## src/assert_macros.svh

```systemverilog
// ----------------------------------------------------------------------------
// Assertion macros
// Shared concurrent assertion helpers, sampled on clk_i, idle during reset.
// ----------------------------------------------------------------------------
`ifndef ASSERT_MACROS_SVH
`define ASSERT_MACROS_SVH

// Condition must hold at every clock edge outside reset
`define ASSERT_NOW(lbl, cond, msg) \
  lbl: assert property (@(posedge clk_i) disable iff (!rst_ni) (cond)) else $error(msg);

// Consequent must hold in the same cycle as the antecedent
`define ASSERT_IMP(lbl, ante, cons, msg) \
  lbl: assert property (@(posedge clk_i) disable iff (!rst_ni) (ante) |-> (cons)) \
    else $error(msg);

`endif

```

## src/kfts_pkg.sv

```systemverilog
// ----------------------------------------------------------------------------
// kfts_pkg
// Types, codes and constants shared by the keyframe timeline sequencer.
// ----------------------------------------------------------------------------
package kfts_pkg;

  // Field widths
  localparam int DUR_W     = 24;
  localparam int TICK_W    = 24;
  localparam int TIME_W    = 32;
  localparam int MODE_W    = 2;
  localparam int STAT_W    = 3;
  localparam int FIDX_W    = 3;
  localparam int BLEND_W   = 16;
  localparam int FRAME_W   = DUR_W + 1;  // duration plus loop flag

  // Default table depth
  localparam int MAX_FRAMES_DEF = 8;

  // Shortest accepted duration: 0.01 s in 1/65536 s units
  localparam logic [DUR_W-1:0] MIN_DURATION = 24'd656;

  // Shift-subtract unit step counts
  localparam int STEPS_W = 6;
  localparam logic [STEPS_W-1:0] MOD_STEPS  = 6'd32;
  localparam logic [STEPS_W-1:0] FRAC_STEPS = 6'd16;

  // Command codes
  typedef enum logic [MODE_W-1:0] {
    MODE_ADVANCE = 2'd0,
    MODE_APPEND  = 2'd1,
    MODE_CLEAR   = 2'd2
  } mode_e;

  // Result status codes
  typedef enum logic [STAT_W-1:0] {
    STAT_INTERP    = 3'd0,
    STAT_STATIC    = 3'd1,
    STAT_NO_FRAMES = 3'd2,
    STAT_REJECTED  = 3'd3,
    STAT_ADDED     = 3'd4,
    STAT_CLEARED   = 3'd5,
    STAT_FULL      = 3'd6
  } status_e;

  // Sequencer states
  typedef enum logic [2:0] {
    ST_IDLE,
    ST_WALK,
    ST_MOD,
    ST_DIV,
    ST_EMIT
  } state_e;

  // Control to the shift-subtract unit
  typedef struct packed {
    logic               start;
    logic [STEPS_W-1:0] steps;
  } div_ctl_t;

endpackage

```

## src/kfts_mem.sv

```systemverilog
// ----------------------------------------------------------------------------
// kfts_mem
// Keyframe table: one write port, one read port with registered data.
// ----------------------------------------------------------------------------
module kfts_mem #(
  parameter int DEPTH = kfts_pkg::MAX_FRAMES_DEF,
  parameter int AW    = $clog2(kfts_pkg::MAX_FRAMES_DEF)
) (
  input  logic                        clk_i,
  input  logic                        we_i,
  input  logic [AW-1:0]               waddr_i,
  input  logic [kfts_pkg::FRAME_W-1:0] wdata_i,
  input  logic [AW-1:0]               raddr_i,
  output logic [kfts_pkg::FRAME_W-1:0] rdata_o
);

  logic [kfts_pkg::FRAME_W-1:0] mem_q [DEPTH];
  logic [kfts_pkg::FRAME_W-1:0] rdata_q;

  // Write port
  always_ff @(posedge clk_i) begin
    if (we_i) begin
      mem_q[waddr_i] <= wdata_i;
    end
  end

  // Read port, registered data
  always_ff @(posedge clk_i) begin
    rdata_q <= mem_q[raddr_i];
  end

  assign rdata_o = rdata_q;

endmodule

```

## src/kfts_div.sv

```systemverilog
// ----------------------------------------------------------------------------
// kfts_div
// Restoring shift-subtract unit, one bit per cycle. Used for the wrap
// modulo of elapsed time and for the Q0.16 blend factor quotient.
// ----------------------------------------------------------------------------
`include "assert_macros.svh"

module kfts_div #(
  parameter int DIV_W = 27
) (
  input  logic                            clk_i,
  input  logic                            rst_ni,
  input  kfts_pkg::div_ctl_t              ctl_i,
  input  logic [DIV_W-1:0]                rem_init_i, // must be below divisor
  input  logic [kfts_pkg::TIME_W-1:0]     num_i,      // bits shifted in, MSB first
  input  logic [DIV_W-1:0]                divisor_i,
  output logic                            done_o,
  output logic [DIV_W-1:0]                rem_o,
  output logic [kfts_pkg::BLEND_W-1:0]    quot_o
);

  logic                             busy_q, busy_d;
  logic                             done_q, done_d;
  logic [kfts_pkg::STEPS_W-1:0]     cnt_q, cnt_d;
  logic [DIV_W-1:0]                 rem_q, rem_d;
  logic [DIV_W-1:0]                 divisor_q, divisor_d;
  logic [kfts_pkg::TIME_W-1:0]      num_q, num_d;
  logic [kfts_pkg::BLEND_W-1:0]     quot_q, quot_d;
  logic [DIV_W:0]                   rem_sh;
  logic                             fits;

  // One step: shift in next bit, subtract when it fits
  assign rem_sh = {rem_q, num_q[kfts_pkg::TIME_W-1]};
  assign fits   = (rem_sh >= {1'b0, divisor_q});

  always_comb begin
    busy_d    = busy_q;
    done_d    = 1'b0;
    cnt_d     = cnt_q;
    rem_d     = rem_q;
    divisor_d = divisor_q;
    num_d     = num_q;
    quot_d    = quot_q;
    if (ctl_i.start) begin
      busy_d    = 1'b1;
      cnt_d     = ctl_i.steps;
      rem_d     = rem_init_i;
      divisor_d = divisor_i;
      num_d     = num_i;
      quot_d    = '0;
    end else if (busy_q) begin
      rem_d  = fits ? DIV_W'(rem_sh - {1'b0, divisor_q}) : DIV_W'(rem_sh);
      num_d  = {num_q[kfts_pkg::TIME_W-2:0], 1'b0};
      quot_d = {quot_q[kfts_pkg::BLEND_W-2:0], fits};
      cnt_d  = cnt_q - kfts_pkg::STEPS_W'(1);
      if (cnt_q == kfts_pkg::STEPS_W'(1)) begin
        busy_d = 1'b0;
        done_d = 1'b1;
      end
    end
  end

  // Control registers
  always_ff @(posedge clk_i or negedge rst_ni) begin
    if (!rst_ni) begin
      busy_q <= 1'b0;
      done_q <= 1'b0;
      cnt_q  <= '0;
    end else begin
      busy_q <= busy_d;
      done_q <= done_d;
      cnt_q  <= cnt_d;
    end
  end

  // Datapath registers
  always_ff @(posedge clk_i) begin
    rem_q     <= rem_d;
    divisor_q <= divisor_d;
    num_q     <= num_d;
    quot_q    <= quot_d;
  end

  assign done_o = done_q;
  assign rem_o  = rem_q;
  assign quot_o = quot_q;

  `ASSERT_IMP(a_no_restart, ctl_i.start, !busy_q, "divider restarted while busy")
  `ASSERT_IMP(a_rem_below, done_q, rem_q < divisor_q, "remainder not below divisor")

endmodule

```

## src/keyframe_timeline_sequencer.sv

```systemverilog
// ----------------------------------------------------------------------------
// keyframe_timeline_sequencer
// Keyframe table with elapsed-time tracking and blend factor output.
// ----------------------------------------------------------------------------
// Usage:
//   Requests arrive on the s_axis channel: tuser carries the command (advance,
//   append, clear), tdata the tick time, frame duration and loop flag. Every
//   command but the unused code answers with one result on m_axis: tuser is
//   the status, tdata the start frame, end frame and Q0.16 blend factor.
//   Append, clear and rejected requests go straight to the output stage.
//   A tick with two or more stored frames walks the table in the memory,
//   one frame a cycle, then runs the 16-step quotient unit or holds on the
//   last frame. When time runs past a looping last frame, a 32-step modulo
//   on the same unit and a second walk come first.
//   One request is in flight at a time; s_axis_tready is high only while the
//   sequencer waits for a request. Results sit in an output register, so the
//   next request is taken while a result still waits; a stalled receiver
//   holds back only the next result.
//   Reset empties the table and zeroes the elapsed time; no clearing pass.
// ----------------------------------------------------------------------------
`include "assert_macros.svh"

module keyframe_timeline_sequencer #(
  parameter int MAX_FRAMES = kfts_pkg::MAX_FRAMES_DEF
) (
  input  logic        clk_i,
  input  logic        rst_ni,
  input  logic        s_axis_tvalid,
  output logic        s_axis_tready,
  input  logic [55:0] s_axis_tdata,  // tick_time[23:0], frame_duration[47:24],
                                     // loop_flag[48], zero pad [55:49]
  input  logic [1:0]  s_axis_tuser,  // mode[1:0]
  output logic        m_axis_tvalid,
  input  logic        m_axis_tready,
  output logic [23:0] m_axis_tdata,  // start_frame[2:0], end_frame[5:3],
                                     // blend_factor[21:6], zero pad [23:22]
  output logic [2:0]  m_axis_tuser   // status[2:0]
);

  localparam int IdxW = (MAX_FRAMES > 1) ? $clog2(MAX_FRAMES) : 1;
  localparam int CntW = $clog2(MAX_FRAMES + 1);
  localparam int TotW = kfts_pkg::DUR_W + IdxW;
  localparam int CmpW = ((TotW > kfts_pkg::TIME_W) ? TotW : kfts_pkg::TIME_W) + 1;

  // Request fields
  logic                           in_acc;
  kfts_pkg::mode_e                in_mode;
  logic [kfts_pkg::TICK_W-1:0]    in_tick;
  logic [kfts_pkg::DUR_W-1:0]     in_dur;
  logic                           in_loop;

  // Sequencer state
  kfts_pkg::state_e               state_q, state_d;
  logic [CntW-1:0]                count_q, count_d;
  logic [TotW-1:0]                total_q, total_d;
  logic [kfts_pkg::TIME_W-1:0]    elapsed_q, elapsed_d;
  logic [IdxW-1:0]                idx_q, idx_d;
  logic [TotW-1:0]                sum_q, sum_d;
  logic                           wrapped_q, wrapped_d;

  // Pending result
  kfts_pkg::status_e              res_status_q, res_status_d;
  logic [kfts_pkg::FIDX_W-1:0]    res_start_q, res_start_d;
  logic [kfts_pkg::FIDX_W-1:0]    res_end_q, res_end_d;
  logic [kfts_pkg::BLEND_W-1:0]   res_blend_q, res_blend_d;

  // Output register
  logic                           m_valid_q, m_valid_d;
  logic [23:0]                    m_data_q;
  logic [2:0]                     m_user_q;
  logic                           out_load;

  // Memory and divider hookup
  logic                           mem_we;
  logic [kfts_pkg::FRAME_W-1:0]   mem_rdata;
  logic [kfts_pkg::DUR_W-1:0]     rd_len;
  logic                           rd_loop;
  kfts_pkg::div_ctl_t             div_ctl;
  logic [TotW-1:0]                div_rem_init;
  logic [kfts_pkg::TIME_W-1:0]    div_num;
  logic [TotW-1:0]                div_divisor;
  logic                           div_done;
  logic [TotW-1:0]                div_rem;
  logic [kfts_pkg::BLEND_W-1:0]   div_quot;

  // Walk arithmetic
  logic [TotW-1:0]                sum_new;
  logic                           expired_not;
  logic [CntW-1:0]                idx_next;
  logic                           idx_is_last;
  logic [kfts_pkg::TIME_W:0]      elapsed_add;
  logic [kfts_pkg::DUR_W-1:0]     into;

  assign in_acc  = s_axis_tvalid && s_axis_tready;
  assign in_mode = kfts_pkg::mode_e'(s_axis_tuser);
  assign in_tick = s_axis_tdata[23:0];
  assign in_dur  = s_axis_tdata[47:24];
  assign in_loop = s_axis_tdata[48];

  assign rd_len  = mem_rdata[kfts_pkg::DUR_W-1:0];
  assign rd_loop = mem_rdata[kfts_pkg::DUR_W];

  assign sum_new     = sum_q + TotW'(rd_len);
  assign expired_not = (CmpW'(sum_new) > CmpW'(elapsed_q));
  assign idx_next    = CntW'(idx_q) + CntW'(1);
  assign idx_is_last = (idx_next == count_q);
  assign elapsed_add = {1'b0, elapsed_q} + (kfts_pkg::TIME_W + 1)'(in_tick);
  assign into        = kfts_pkg::DUR_W'(elapsed_q - kfts_pkg::TIME_W'(sum_q));

  // Keyframe table
  kfts_mem #(
    .DEPTH (MAX_FRAMES),
    .AW    (IdxW)
  ) u_mem (
    .clk_i   (clk_i),
    .we_i    (mem_we),
    .waddr_i (count_q[IdxW-1:0]),
    .wdata_i ({in_loop, in_dur}),
    .raddr_i (idx_d),
    .rdata_o (mem_rdata)
  );

  // Shared modulo / quotient unit
  kfts_div #(
    .DIV_W (TotW)
  ) u_div (
    .clk_i      (clk_i),
    .rst_ni     (rst_ni),
    .ctl_i      (div_ctl),
    .rem_init_i (div_rem_init),
    .num_i      (div_num),
    .divisor_i  (div_divisor),
    .done_o     (div_done),
    .rem_o      (div_rem),
    .quot_o     (div_quot)
  );

  assign s_axis_tready = (state_q == kfts_pkg::ST_IDLE);

  // Next state and datapath control
  always_comb begin
    state_d      = state_q;
    count_d      = count_q;
    total_d      = total_q;
    elapsed_d    = elapsed_q;
    idx_d        = idx_q;
    sum_d        = sum_q;
    wrapped_d    = wrapped_q;
    res_status_d = res_status_q;
    res_start_d  = res_start_q;
    res_end_d    = res_end_q;
    res_blend_d  = res_blend_q;
    mem_we       = 1'b0;
    div_ctl      = '0;
    div_rem_init = '0;
    div_num      = '0;
    div_divisor  = '0;
    out_load     = 1'b0;

    case (state_q)
      kfts_pkg::ST_IDLE: begin
        idx_d = '0;
        if (in_acc) begin
          res_start_d = '0;
          res_end_d   = '0;
          res_blend_d = '0;
          state_d     = kfts_pkg::ST_EMIT;
          case (in_mode)
            kfts_pkg::MODE_ADVANCE: begin
              if (count_q == '0) begin
                elapsed_d    = '0;
                res_status_d = kfts_pkg::STAT_NO_FRAMES;
              end else if (count_q == CntW'(1)) begin
                elapsed_d    = '0;
                res_status_d = kfts_pkg::STAT_STATIC;
              end else begin
                // saturating add, then walk from frame 0
                elapsed_d = elapsed_add[kfts_pkg::TIME_W] ? '1
                                                          : elapsed_add[kfts_pkg::TIME_W-1:0];
                sum_d     = '0;
                wrapped_d = 1'b0;
                state_d   = kfts_pkg::ST_WALK;
              end
            end
            kfts_pkg::MODE_APPEND: begin
              if (in_dur < kfts_pkg::MIN_DURATION) begin
                res_status_d = kfts_pkg::STAT_REJECTED;
              end else if (count_q == CntW'(MAX_FRAMES)) begin
                res_status_d = kfts_pkg::STAT_FULL;
              end else begin
                mem_we       = 1'b1;
                count_d      = count_q + CntW'(1);
                total_d      = total_q + TotW'(in_dur);
                res_status_d = kfts_pkg::STAT_ADDED;
              end
            end
            kfts_pkg::MODE_CLEAR: begin
              count_d      = '0;
              total_d      = '0;
              res_status_d = kfts_pkg::STAT_CLEARED;
            end
            default: begin
              // unused code: no result
              state_d = kfts_pkg::ST_IDLE;
            end
          endcase
        end
      end

      kfts_pkg::ST_WALK: begin
        // memory data belongs to idx_q
        if (expired_not) begin
          res_status_d = kfts_pkg::STAT_INTERP;
          res_start_d  = kfts_pkg::FIDX_W'(idx_q);
          res_end_d    = idx_is_last ? '0 : kfts_pkg::FIDX_W'(idx_next);
          div_ctl      = '{start: 1'b1, steps: kfts_pkg::FRAC_STEPS};
          div_rem_init = TotW'(into);
          div_divisor  = TotW'(rd_len);
          state_d      = kfts_pkg::ST_DIV;
        end else if (idx_is_last) begin
          if (rd_loop && !wrapped_q) begin
            div_ctl      = '{start: 1'b1, steps: kfts_pkg::MOD_STEPS};
            div_num      = elapsed_q;
            div_divisor  = total_q;
            state_d      = kfts_pkg::ST_MOD;
          end else begin
            // hold on the last frame
            res_status_d = kfts_pkg::STAT_STATIC;
            res_start_d  = kfts_pkg::FIDX_W'(idx_q);
            res_end_d    = kfts_pkg::FIDX_W'(idx_q);
            res_blend_d  = '0;
            state_d      = kfts_pkg::ST_EMIT;
          end
        end else begin
          idx_d = idx_next[IdxW-1:0];
          sum_d = sum_new;
        end
      end

      kfts_pkg::ST_MOD: begin
        if (div_done) begin
          elapsed_d = kfts_pkg::TIME_W'(div_rem);
          idx_d     = '0;
          sum_d     = '0;
          wrapped_d = 1'b1;
          state_d   = kfts_pkg::ST_WALK;
        end
      end

      kfts_pkg::ST_DIV: begin
        if (div_done) begin
          res_blend_d = div_quot;
          state_d     = kfts_pkg::ST_EMIT;
        end
      end

      kfts_pkg::ST_EMIT: begin
        if (!m_valid_q || m_axis_tready) begin
          out_load = 1'b1;
          state_d  = kfts_pkg::ST_IDLE;
        end
      end

      default: begin
        state_d = kfts_pkg::ST_IDLE;
      end
    endcase
  end

  // Output valid
  always_comb begin
    m_valid_d = m_valid_q && !m_axis_tready;
    if (out_load) begin
      m_valid_d = 1'b1;
    end
  end

  // Control state
  always_ff @(posedge clk_i or negedge rst_ni) begin
    if (!rst_ni) begin
      state_q   <= kfts_pkg::ST_IDLE;
      count_q   <= '0;
      total_q   <= '0;
      elapsed_q <= '0;
      idx_q     <= '0;
      wrapped_q <= 1'b0;
      m_valid_q <= 1'b0;
    end else begin
      state_q   <= state_d;
      count_q   <= count_d;
      total_q   <= total_d;
      elapsed_q <= elapsed_d;
      idx_q     <= idx_d;
      wrapped_q <= wrapped_d;
      m_valid_q <= m_valid_d;
    end
  end

  // Payload registers
  always_ff @(posedge clk_i) begin
    sum_q        <= sum_d;
    res_status_q <= res_status_d;
    res_start_q  <= res_start_d;
    res_end_q    <= res_end_d;
    res_blend_q  <= res_blend_d;
    if (out_load) begin
      m_data_q <= {2'b00, res_blend_q, res_end_q, res_start_q};
      m_user_q <= res_status_q;
    end
  end

  assign m_axis_tvalid = m_valid_q;
  assign m_axis_tdata  = m_data_q;
  assign m_axis_tuser  = m_user_q;

  `ASSERT_NOW(a_count_range, count_q <= CntW'(MAX_FRAMES), "frame count above table depth")
  `ASSERT_IMP(a_empty_total, count_q == '0, total_q == '0, "empty table with nonzero total")
  `ASSERT_IMP(a_walk_frames, state_q == kfts_pkg::ST_WALK, count_q >= CntW'(2),
              "table walk with fewer than two frames")

endmodule

```

## config.mk

```make
export PLATFORM = sky130hd
export DESIGN_NAME = keyframe_timeline_sequencer
export DESIGN_NICKNAME = d
export VERILOG_FILES = /design/src/kfts_pkg.sv /design/src/kfts_mem.sv /design/src/kfts_div.sv /design/src/keyframe_timeline_sequencer.sv
export VERILOG_INCLUDE_DIRS = /design/src /design/src/src
export SDC_FILE = /design/constraint.sdc
export NUM_CORES = 1
export LEC_CHECK = 0
export ABC_AREA = 1
export BUFFER_PORTS_ARGS = -buffer_cell sky130_fd_sc_hd__buf_2
export CORE_ASPECT_RATIO = 1.5
export CORE_MARGIN = 1
export CORE_UTILIZATION = 40
export DETAILED_ROUTE_END_ITERATION = 12
export PLACE_DENSITY = 0.64
export REMOVE_ABC_BUFFERS = 1
export SYNTH_ARGS = -nofsm -noshare
export SYNTH_HDL_FRONTEND = slang
export SYNTH_SLANG_ARGS = --single-unit
```

## constraint.sdc

```tcl
create_clock -name clk_i -period 7.3 [get_ports clk_i]
set_input_delay 1.095 -clock clk_i [delete_from_list [all_inputs] [get_ports clk_i]]
set_output_delay 1.095 -clock clk_i [all_outputs]
set_load 0.005 [all_outputs]
```

==> impl_metrics.csv, run 1 <==
group,metric,value,unit
critical_path,worstSetupEndpointType,"flop",
pwr,power.density,514,nW/um2
floorplanning,io_pins,91,
pwr,ir_worst_vdd,0.217,mV
sta,hold_ws,0.418,ns
clock_network,clkSinkCount,483,
yosys,synth_area_per_cell,8.67,um2
floorplanning,start_util,0.406,
critical_path,crit_slowest_cell,"buf_4",
pwr,power,15.8,mW
floorplanning,die_h,324,um
placed_design,dp_cells,4104,
yosys,synthArstFlopShare,0.164,
sta,final_max_slew_viol_count,0,
critical_path,crit_top_cell,"nand2_1",
cells_and_area,syn_to_final_growth,10.8,%
yosys,ys_types,63,
sta,hold_viol,0,
sta,worst_slew_pin_slew,1.10,ns
yosys,synth_seq_area_share,0.494,
yosys,yosys_warnings,0,
sta,rsz0062_at_grt,"false",
cells_and_area,antenna_cells,0,
sta,min_period_over_period,0.858,
hold_path,hold_class,"reg2reg",
floorplanning,die_area,70400,um2
critical_path,critPathMaxStageDelay,0.60,ns
routing,drcViolationCount,0,
clock_network,clk_pin_slew,0.07,ns
critical_path,worst_ep_arrival_time,6.76,ns
clock_network,cts_resized,0,
clock_network,cts_setup_buffers,0,
critical_path,path_class,"reg2reg",
yosys,synth_edf_count,363,
clock_network,h-tree-depth,2,
global_route,gr-total-overflow,0,
cells_and_area,fin_cells,4191,
placed_design,place_congestion,0.909,
critical_path,rrSetupSlack,1.03,ns
critical_path,r2r-start,"sum_q[0]",
sta,slew_headroom,0.257,
routing,antenna_left,0,
floorplanning,num_rows,117,
yosys,ys.flop_type,"edfxtp_1",
global_route,grt_pass1_wl,117000,um
critical_path,cp_max_fo,65,
job,max-cap-violations,0,
cells_and_area,drive_gt1_frac,0.0803,
clock_network,clock_tree.root_cell,"clkbuf_16",
hold_path,whs_path_depth,0,
clock_network,cts_tree,"yes",
sta,fin_crit,6.27,ns
critical_path,start_kind,"flop",
sta,setup_violations,0,
sta,finalSetupTns,0,ns
pwr,p_leak,13.9,nW
critical_path,crit_required,7.79,ns
cells_and_area,nets,3488,
critical_path,r2r_end,"u_mem.rdata_o[21]",
yosys,synth_cells,3196,
yosys,synth_seq_cells,483,
clock_network,clk_latency,0.62,ns
global_route,grt_use_total,0.213,
sta,skew,0.0332,ns
routing,detail_route.wl_per_cell,17.6,um
floorplanning,core-area,68200,um2
routing,dr_total_vias,21400,
global_route,grt_pass1_vias,21700,
sta,fmax,160,MHz
routing,viasPerCell,5.12,
cells_and_area,layout_common_cells,"nand2_1, inv_1, edfxtp_1, nand3_1, o21ai_0",
status,outcome,"complete, no violations",
cells_and_area,final_common_cell,"nand2_1",
clock_network,cts_buffers,47,
placed_design,place.port_buffers,81,
critical_path,reg2reg_depth,26,
routing,drt_first_pass_iters,5,
clock_network,cts_buffer_depth,3,
floorplanning,die_x,217,um
placed_design,dpl.hpwl,54700,um
global_route,antenna_found_initial,4,
routing,first_iter_violations,1328,
clock_network,ctsHoldBuffers,0,
global_route,grt_max_degree,66,
routing,routed_wl,73900,um
yosys,synth_area,27700,um2
hold_path,hold_start,"res_blend_q[6]",
hold_path,hold_end,"m_axis_tdata[12]",
synthesized netlist by cell type (9+ instances only):
master      n  area [um2]
a21o_1     22         165
a21oi_1   189         946
a31oi_1     9        56.3
buf_2      40         200
buf_4      19         143
clkbuf_1   25        93.8
dfrtp_1    79        1980
dfxtp_1    41         821
edfxtp_1  363       10900
ha_1      160        2000
inv_1     502        1880
inv_2      17        63.8
nand2_1   677        2540
nand3_1   294        1470
nand4_1    21         131
nor2_1    202         758
nor3_1     29         145
nor4_1     14        87.6
o211ai_1   23         173
o21a_1     10        75.1
o21ai_0   201        1010
o21ai_1    24         120
o21ai_2    16         140
o21bai_1   22         165
o22ai_1    33         206
xnor2_1    21         184
xor2_1     59         517
metrics by stage:
step                cell area (um2)  setup slack, ns   util
detailed placement            29100             1.19  0.426
CTS                           30700             1.18  0.450
global placement              29100             1.30  0.426
global route                  30700            0.582  0.450
finish                        30700             1.03  0.450
floorplan                     27200           -0.358      -
power by group:
group | switching (mW) | total, mW | internal (mW)
registers | 0.511 | 4.55 | 4.04
clock network | 1.11 | 2.59 | 1.49
logic | 5.78 | 8.64 | 2.86
cell type report:
type | instances | area, um2
Fill cell | 6698 | 37500
Sequential cell | 483 | 13700
Clock buffer | 55 | 1250
Inverter | 521 | 1960
Clock inverter | 32 | 392
Tap cell | 892 | 1120
Timing Repair Buffer | 109 | 656
Multi-Input combinational cell | 2099 | 11600
routing by layer:
layer | GRT usage | vias up | part of all wire
met5 | 0 | - | 0.00068
met4 | 0.113 | 8 | 0.054
met3 | 0.0254 | 169 | 0.032
met2 | 0.400 | 423 | 0.53
met1 | 0.229 | 9986 | 0.38
li1 | - | 10900 | -
worst max-delay path by stage:
stage                             end  cells after the start  slack (ns)      from
floorplan            u_mem.rdata_o[0]                     33       -0.36  sum_q[0]
global placement    u_mem.rdata_o[21]                     30        1.30  sum_q[0]
detailed placement  u_mem.rdata_o[21]                     26        1.19  sum_q[0]
CTS                 u_mem.rdata_o[21]                     26        1.18  sum_q[0]
global route        u_mem.rdata_o[21]                     34        0.58  sum_q[0]
finish              u_mem.rdata_o[21]                     26        1.03  sum_q[0]
registers in the layout (all words and copies together), names as in the netlist, 4 cells and up:
name             cells
u_div.num_q         32
u_div.divisor_q     27
u_div.quot_o        16
u_div.cnt_q          6
u_mem.rdata_o       25
res_blend_q         16
count_q              4
total_q             27
u_div.rem_o         27
elapsed_q           32
u_mem.mem_q        200
sum_q               27
m_axis_tdata        22
kinds of logic after synthesis:
| kind of cell | Yosys count | share of synthesized area |
|---|---|---|
| fa+ha+maj | 165 | 0.0758 |
| compound gates | 581 | 0.120 |
| buf+inv | 615 | 0.0885 |
| simple gates | 1271 | 0.196 |
| other cells | 1 | 0.000135 |
| xor+xnor | 80 | 0.0253 |
| flops | 483 | 0.494 |
critical path, delay by kind of cell (launching register included):
family / cells / cell delay, ns
and+or+nand+nor: 15 / 2.81
AOI/OAI and AO/OA: 4 / 0.94
adders and majority gates: 3 / 0.78
buffers and inverters: 3 / 0.77
DFF: 1 / 0.39
xor gates and xnor gates: 1 / 0.35
Note: power is estimated with default switching activity, not from simulation.
==> inputs of run 2 (changes only) <==
--- a/config.mk
+++ b/config.mk
@@ -7,12 +7,13 @@
 export NUM_CORES = 1
 export LEC_CHECK = 0
 export ABC_AREA = 1
-export BUFFER_PORTS_ARGS = -buffer_cell sky130_fd_sc_hd__buf_2
+export CAP_MARGIN = 40
 export CORE_ASPECT_RATIO = 1.5
 export CORE_MARGIN = 1
 export CORE_UTILIZATION = 40
 export DETAILED_ROUTE_END_ITERATION = 12
-export PLACE_DENSITY = 0.64
+export DONT_BUFFER_PORTS = 1
+export PLACE_DENSITY = 0.65
 export REMOVE_ABC_BUFFERS = 1
 export SYNTH_ARGS = -nofsm -noshare
 export SYNTH_HDL_FRONTEND = slang
==> constraint.sdc (replaced) <==
create_clock -name clk_i -period 5.4 [get_ports clk_i]
set_input_delay 0.81 -clock clk_i [delete_from_list [all_inputs] [get_ports clk_i]]
set_output_delay 0.81 -clock clk_i [all_outputs]
set_load 0.005 [all_outputs]
==> run 2 against run 1 <==
Effect of this change:
- via count decreased by 0.57%
- clock skew decreased by 0.0071 ns
- critical endpoint is now u_mem.rdata_o[16]
- sequential share of layout area increased by 0.093 points
- routed wire length increased by 0.35%
- non-clock buffer count decreased by 58
- sequential cell count unchanged
==> impl_metrics.csv, run 2 (synthesized netlist as in run 1, its figures left out) <==
group,metric,value,unit
floorplanning,die_x,217,um
floorplanning,core-area,68200,um2
status,outcome,"complete, no violations",
sta,finalSetupTns,0,ns
global_route,grt_pass1_wl,116000,um
floorplanning,io_pins,91,
sta,worst_slew_pin_slew,0.918,ns
pwr,power.density,702,nW/um2
critical_path,path_class,"reg2reg",
floorplanning,num_rows,117,
floorplanning,die_h,324,um
sta,hold_viol,0,
routing,drt_first_pass_iters,5,
hold_path,hold_class,"in2async",
global_route,grt_max_degree,81,
job,max-cap-violations,0,
routing,detail_route.wl_per_cell,17.9,um
sta,min_period_over_period,0.930,
placed_design,place.port_buffers,0,
global_route,gr-total-overflow,0,
cells_and_area,syn_to_final_growth,10.6,%
cells_and_area,regMostFlops,"u_mem.mem_q",
critical_path,reg2reg_depth,28,
global_route,grt_pass1_vias,21600,
clock_network,clk_pin_slew,0.06,ns
sta,fin_crit,5.02,ns
critical_path,start_kind,"flop",
sta,skew,0.0261,ns
critical_path,r2r-start,"sum_q[0]",
global_route,grt_use_total,0.212,
cells_and_area,final_util,0.449,
pwr,ir_worst_vdd,0.356,mV
cells_and_area,largest_register_ffs,200,
cells_and_area,nets,3430,
critical_path,crit_required,5.96,ns
critical_path,crit_slowest_cell,"edfxtp_1",
cells_and_area,layout_common_cells,"nand2_1, inv_1, edfxtp_1, nand3_1, o21ai_0",
routing,antenna_left,0,
critical_path,crit_top_cell,"nand2_1",
sta,setup_violations,0,
routing,routed_wl,74100,um
clock_network,clock_tree.root_cell,"clkbuf_16",
critical_path,cp_max_fo,16,
routing,drcViolationCount,0,
placed_design,dpl.hpwl,55400,um
clock_network,clk_latency,0.62,ns
critical_path,worst_ep_arrival_time,5.58,ns
critical_path,worstSetupEndpointType,"flop",
cells_and_area,top_regs,"u_mem.mem_q: 200 flops, elapsed_q: 32 flops, u_div.num_q: 32 flops",
routing,viasPerCell,5.16,
global_route,antenna_found_initial,0,
pwr,p_leak,13.7,nW
placed_design,place_congestion,0.906,
clock_network,clkSinkCount,483,
floorplanning,die_area,70400,um2
routing,dr_total_vias,21300,
cells_and_area,drive_gt1_frac,0.0620,
sta,final_max_slew_viol_count,0,
clock_network,cts_tree,"yes",
routing,first_iter_violations,1491,
critical_path,r2r_end,"u_mem.rdata_o[16]",
sta,slew_headroom,0.382,
floorplanning,start_util,0.406,
clock_network,cts_buffer_depth,3,
sta,rsz0062_at_grt,"false",
clock_network,h-tree-depth,2,
clock_network,cts_buffers,47,
sta,fmax,199,MHz
critical_path,rrSetupSlack,0.38,ns
cells_and_area,final_common_cell,"nand2_1",
cells_and_area,antenna_cells,0,
critical_path,critPathMaxStageDelay,0.39,ns
[run 2: cell count changes in the layout (fill, tap and decap cells not counted), sizes merged]
cell and change:
clkinvlp +1, inv +1, clkinv -4, clkbuf +2
buf -58
[run 2: how the worst max path moves through the flow]
| stage | start | endpoint | slack, ns |
|---|---|---|---|
| floorplan | sum_q[0] | u_mem.rdata_o[0] | -2.26 |
| global placement | sum_q[12] | u_mem.rdata_o[11] | 0.40 |
| detailed placement | sum_q[0] | u_mem.rdata_o[11] | 0.38 |
| CTS | sum_q[0] | u_mem.rdata_o[11] | 0.36 |
| global route | sum_q[0] | u_mem.rdata_o[14] | 0.009 |
| finish | sum_q[0] | u_mem.rdata_o[16] | 0.38 |
[run 2: timing repair]
action,in CTS,in global routing
hold endpoints to repair,79,0
hold buffers,1,0
resized for setup,0,4
setup endpoints to repair,0,32
buffers inserted,0,1
[run 2: critical path: cells and delay by family, from the launching register on]
family	cells	cell delay [ns]
AND/OR/NAND/NOR	16	2.12
AO/OA/AOI/OAI	4	0.90
adder cells (fa/ha/maj)	3	0.75
buffers and inverters	4	0.45
flip-flops	1	0.39
XOR/XNOR	1	0.34
[run 2: power by group]
part | internal [mW] | total [mW] | switching, mW
clock network | 1.99 | 3.47 | 1.48
registers | 5.46 | 6.15 | 0.694
logic | 4.05 | 11.9 | 7.86
[run 2: cell type report]
cell class / count / area [um2]
fillers: 6617 / 37600
flip-flops and latches: 483 / 13700
multi-input cells: 2099 / 11700
inverters: 521 / 1960
clock buffers: 57 / 1240
well taps: 892 / 1120
repair buffers: 51 / 611
clock inverters: 30 / 368
[run 2: layer usage]
| layer | wire, um | vias to the layer above | part of all wire | GRT usage |
|---|---|---|---|---|
| met2 | 39200 | 478 | 0.53 | 0.403 |
| met5 | 0 | - | 0 | 0 |
| met3 | 2610 | 181 | 0.035 | 0.0250 |
| met4 | 4420 | 0 | 0.060 | 0.123 |
| met1 | 27900 | 9915 | 0.38 | 0.222 |
| li1 | - | 10700 | - | - |
[run 2: stage by stage]
| step | worst slack [ns] | hold WS, ns | area (um2) | total power, mW | std cells |
|---|---|---|---|---|---|
| global route | 0.00863 | 0.105 | 30600 | 23.4 | 4133 |
| CTS | 0.356 | 0.0926 | 30600 | 21.5 | 4132 |
| finish | 0.377 | 0.0690 | 30600 | 21.5 | 4133 |
| global placement | 0.402 | 0.402 | 29000 | 17.8 | 4044 |
| detailed placement | 0.379 | 0.405 | 29000 | 18.0 | 4044 |
| floorplan | -2.26 | 0.400 | 27200 | 14.3 | 3103 |
==> inputs of run 3 (changes only) <==
--- a/config.mk
+++ b/config.mk
@@ -13,7 +13,7 @@
 export CORE_UTILIZATION = 40
 export DETAILED_ROUTE_END_ITERATION = 12
 export DONT_BUFFER_PORTS = 1
-export PLACE_DENSITY = 0.65
+export PLACE_DENSITY = 0.63
 export REMOVE_ABC_BUFFERS = 1
 export SYNTH_ARGS = -nofsm -noshare
 export SYNTH_HDL_FRONTEND = slang
==> constraint.sdc (replaced) <==
create_clock -name clk_i -period 6.4 [get_ports clk_i]
set_input_delay 0.96 -clock clk_i [delete_from_list [all_inputs] [get_ports clk_i]]
set_output_delay 0.96 -clock clk_i [all_outputs]
set_load 0.005 [all_outputs]
==> run 3 against run 2 <==
Effect of this change:
- via count decreased by 0.76%
- register-to-register slack improved by 0.52 ns
- first-iteration DRC count down 17%
- die area did not move
- sequential cell count stayed put
- total power is 17% lower
- critical path depth increased by 5
- clock skew down 0.0026 ns
- sequential share of layout area rose by 0.42 points
- count of clock-buffer cells in the layout increased by 7
- clock power down 15%
- largest cell class unchanged
==> impl_metrics.csv, run 3 (synthesized netlist as in run 1, its figures left out) <==
group,metric,value,unit
routing,dr_total_vias,21200,
sta,setup_violations,0,
floorplanning,die_area,70400,um2
placed_design,dp_slack,0.909,ns
pwr,p_leak,13.6,nW
floorplanning,io_pins,91,
clock_network,cts_tree,"yes",
job,max-cap-violations,0,
floorplanning,die_x,217,um
sta,skew,0.0235,ns
sta,fmax,182,MHz
cells_and_area,top_regs,"u_mem.mem_q: 200 flops, elapsed_q: 32 flops, u_div.num_q: 32 flops",
sta,fin_crit,5.50,ns
floorplanning,start_util,0.406,
clock_network,clk_latency,0.61,ns
sta,rsz0062_at_grt,"false",
placed_design,place_congestion,0.923,
pwr,power.density,592,nW/um2
routing,detail_route.wl_per_cell,18.0,um
global_route,gr-total-overflow,0,
hold_path,hold_class,"in2async",
routing,drcViolationCount,0,
critical_path,crit_required,6.93,ns
status,outcome,"complete, no violations",
sta,slew_headroom,0.420,
clock_network,ctsHoldBuffers,0,
pwr,power,18.0,mW
placed_design,place.port_buffers,0,
critical_path,critPathMaxStageDelay,0.47,ns
cells_and_area,antenna_cells,0,
floorplanning,num_rows,117,
global_route,antenna_found_initial,0,
critical_path,crit_top_cell,"nand2_1",
critical_path,crit_slowest_cell,"o31ai_1",
clock_network,clkSinkCount,483,
cells_and_area,drive_gt1_frac,0.0571,
critical_path,worst_ep_arrival_time,6.04,ns
cells_and_area,layout_common_cells,"nand2_1, inv_1, edfxtp_1, nand3_1, o21ai_0",
critical_path,worstSetupEndpointType,"flop",
routing,drt_first_pass_iters,5,
routing,antenna_left,0,
critical_path,cp_max_fo,22,
cells_and_area,nets,3412,
sta,min_period_over_period,0.860,
global_route,grt_use_total,0.212,
routing,routed_wl,73900,um
critical_path,path_class,"reg2reg",
floorplanning,core-area,68200,um2
routing,first_iter_violations,1235,
sta,hold_viol,0,
clock_network,cts_buffers,48,
global_route,grt_pass1_vias,21100,
floorplanning,die_h,324,um
sta,worst_slew_pin_slew,0.860,ns
routing,viasPerCell,5.14,
cells_and_area,largest_register_ffs,200,
clock_network,cts_buffer_depth,3,
cells_and_area,fill_cells,6760,
cells_and_area,fin_area,30400,um2
sta,hold_ws,0.0603,ns
clock_network,cts_setup_buffers,0,
placed_design,dpl.hpwl,55000,um
clock_network,cts_resized,0,
global_route,grt_pass1_wl,116000,um
sta,fin_ws,0.897,ns
cells_and_area,regMostFlops,"u_mem.mem_q",
clock_network,clk_pin_slew,0.06,ns
cells_and_area,final_common_cell,"nand2_1",
clock_network,h-tree-depth,2,
global_route,grt_max_degree,101,
placed_design,placed_area,28700,um2
cells_and_area,syn_to_final_growth,9.53,%
critical_path,start_kind,"flop",
sta,finalSetupTns,0,ns
sta,final_max_slew_viol_count,0,
pwr,ir_worst_vdd,0.237,mV
clock_network,clock_tree.root_cell,"clkbuf_16",
## run 3: critical path, delay by kind of cell, from the launching register on
family                   cells  cell delay [ns]
AO/OA/AOI/OAI                3             0.72
buffers and inverters        6             0.72
adder cells (fa/ha/maj)      3             0.86
flip-flops                   1             0.39
AND/OR/NAND/NOR             21             2.70
## run 3: final timing paths
path	from	to	slack (ns)	cells past startpoint
max	sum_q[0]	u_mem.rdata_o[2]	0.90	33
min reg2reg	res_blend_q[1]	m_axis_tdata[7]	0.42	0
min in group clk_i	res_blend_q[1]	m_axis_tdata[7]	0.42	0
max reg2reg	sum_q[0]	u_mem.rdata_o[2]	0.90	33
max in group asynchronous	rst_ni	u_div.cnt_q[3]	6.17	0
min	rst_ni	total_q[3]	0.06	0
## run 3: per-stage QoR
step	instances	util
after floorplan	3103	-
after global placement	4026	0.421
after detailed placement	4027	0.421
after CTS	4114	0.445
after global routing	4114	0.445
final	4114	0.445
## run 3: power breakdown
group / leakage (nW) / switching [mW] / total [mW] / internal (mW)
Clock: 0.799 / 1.24 / 2.96 / 1.72
Combinational: 8.02 / 6.56 / 9.81 / 3.26
Sequential: 4.76 / 0.597 / 5.20 / 4.61
Total: 13.6 / 8.39 / 18.0 / 9.58
## run 3: cell type report
class | count | area, um2 | share of cell area
sequential | 483 | 13700 | 0.451
multi-input combinational | 2099 | 11600 | 0.384
inverter | 521 | 1960 | 0.0644
clock buffer | 64 | 1380 | 0.0453
tap | 892 | 1120 | 0.0368
timing repair buffer | 32 | 307 | 0.0101
clock inverter | 23 | 264 | 0.00869
## run 3: layer usage
layer | global-route usage | routed length (um) | vias to the layer above
met5 | 0 | 0 | -
met1 | 0.227 | 28000 | 9917
li1 | - | - | 10700
met2 | 0.403 | 39700 | 403
met4 | 0.102 | 3500 | 0
met3 | 0.0276 | 2690 | 147
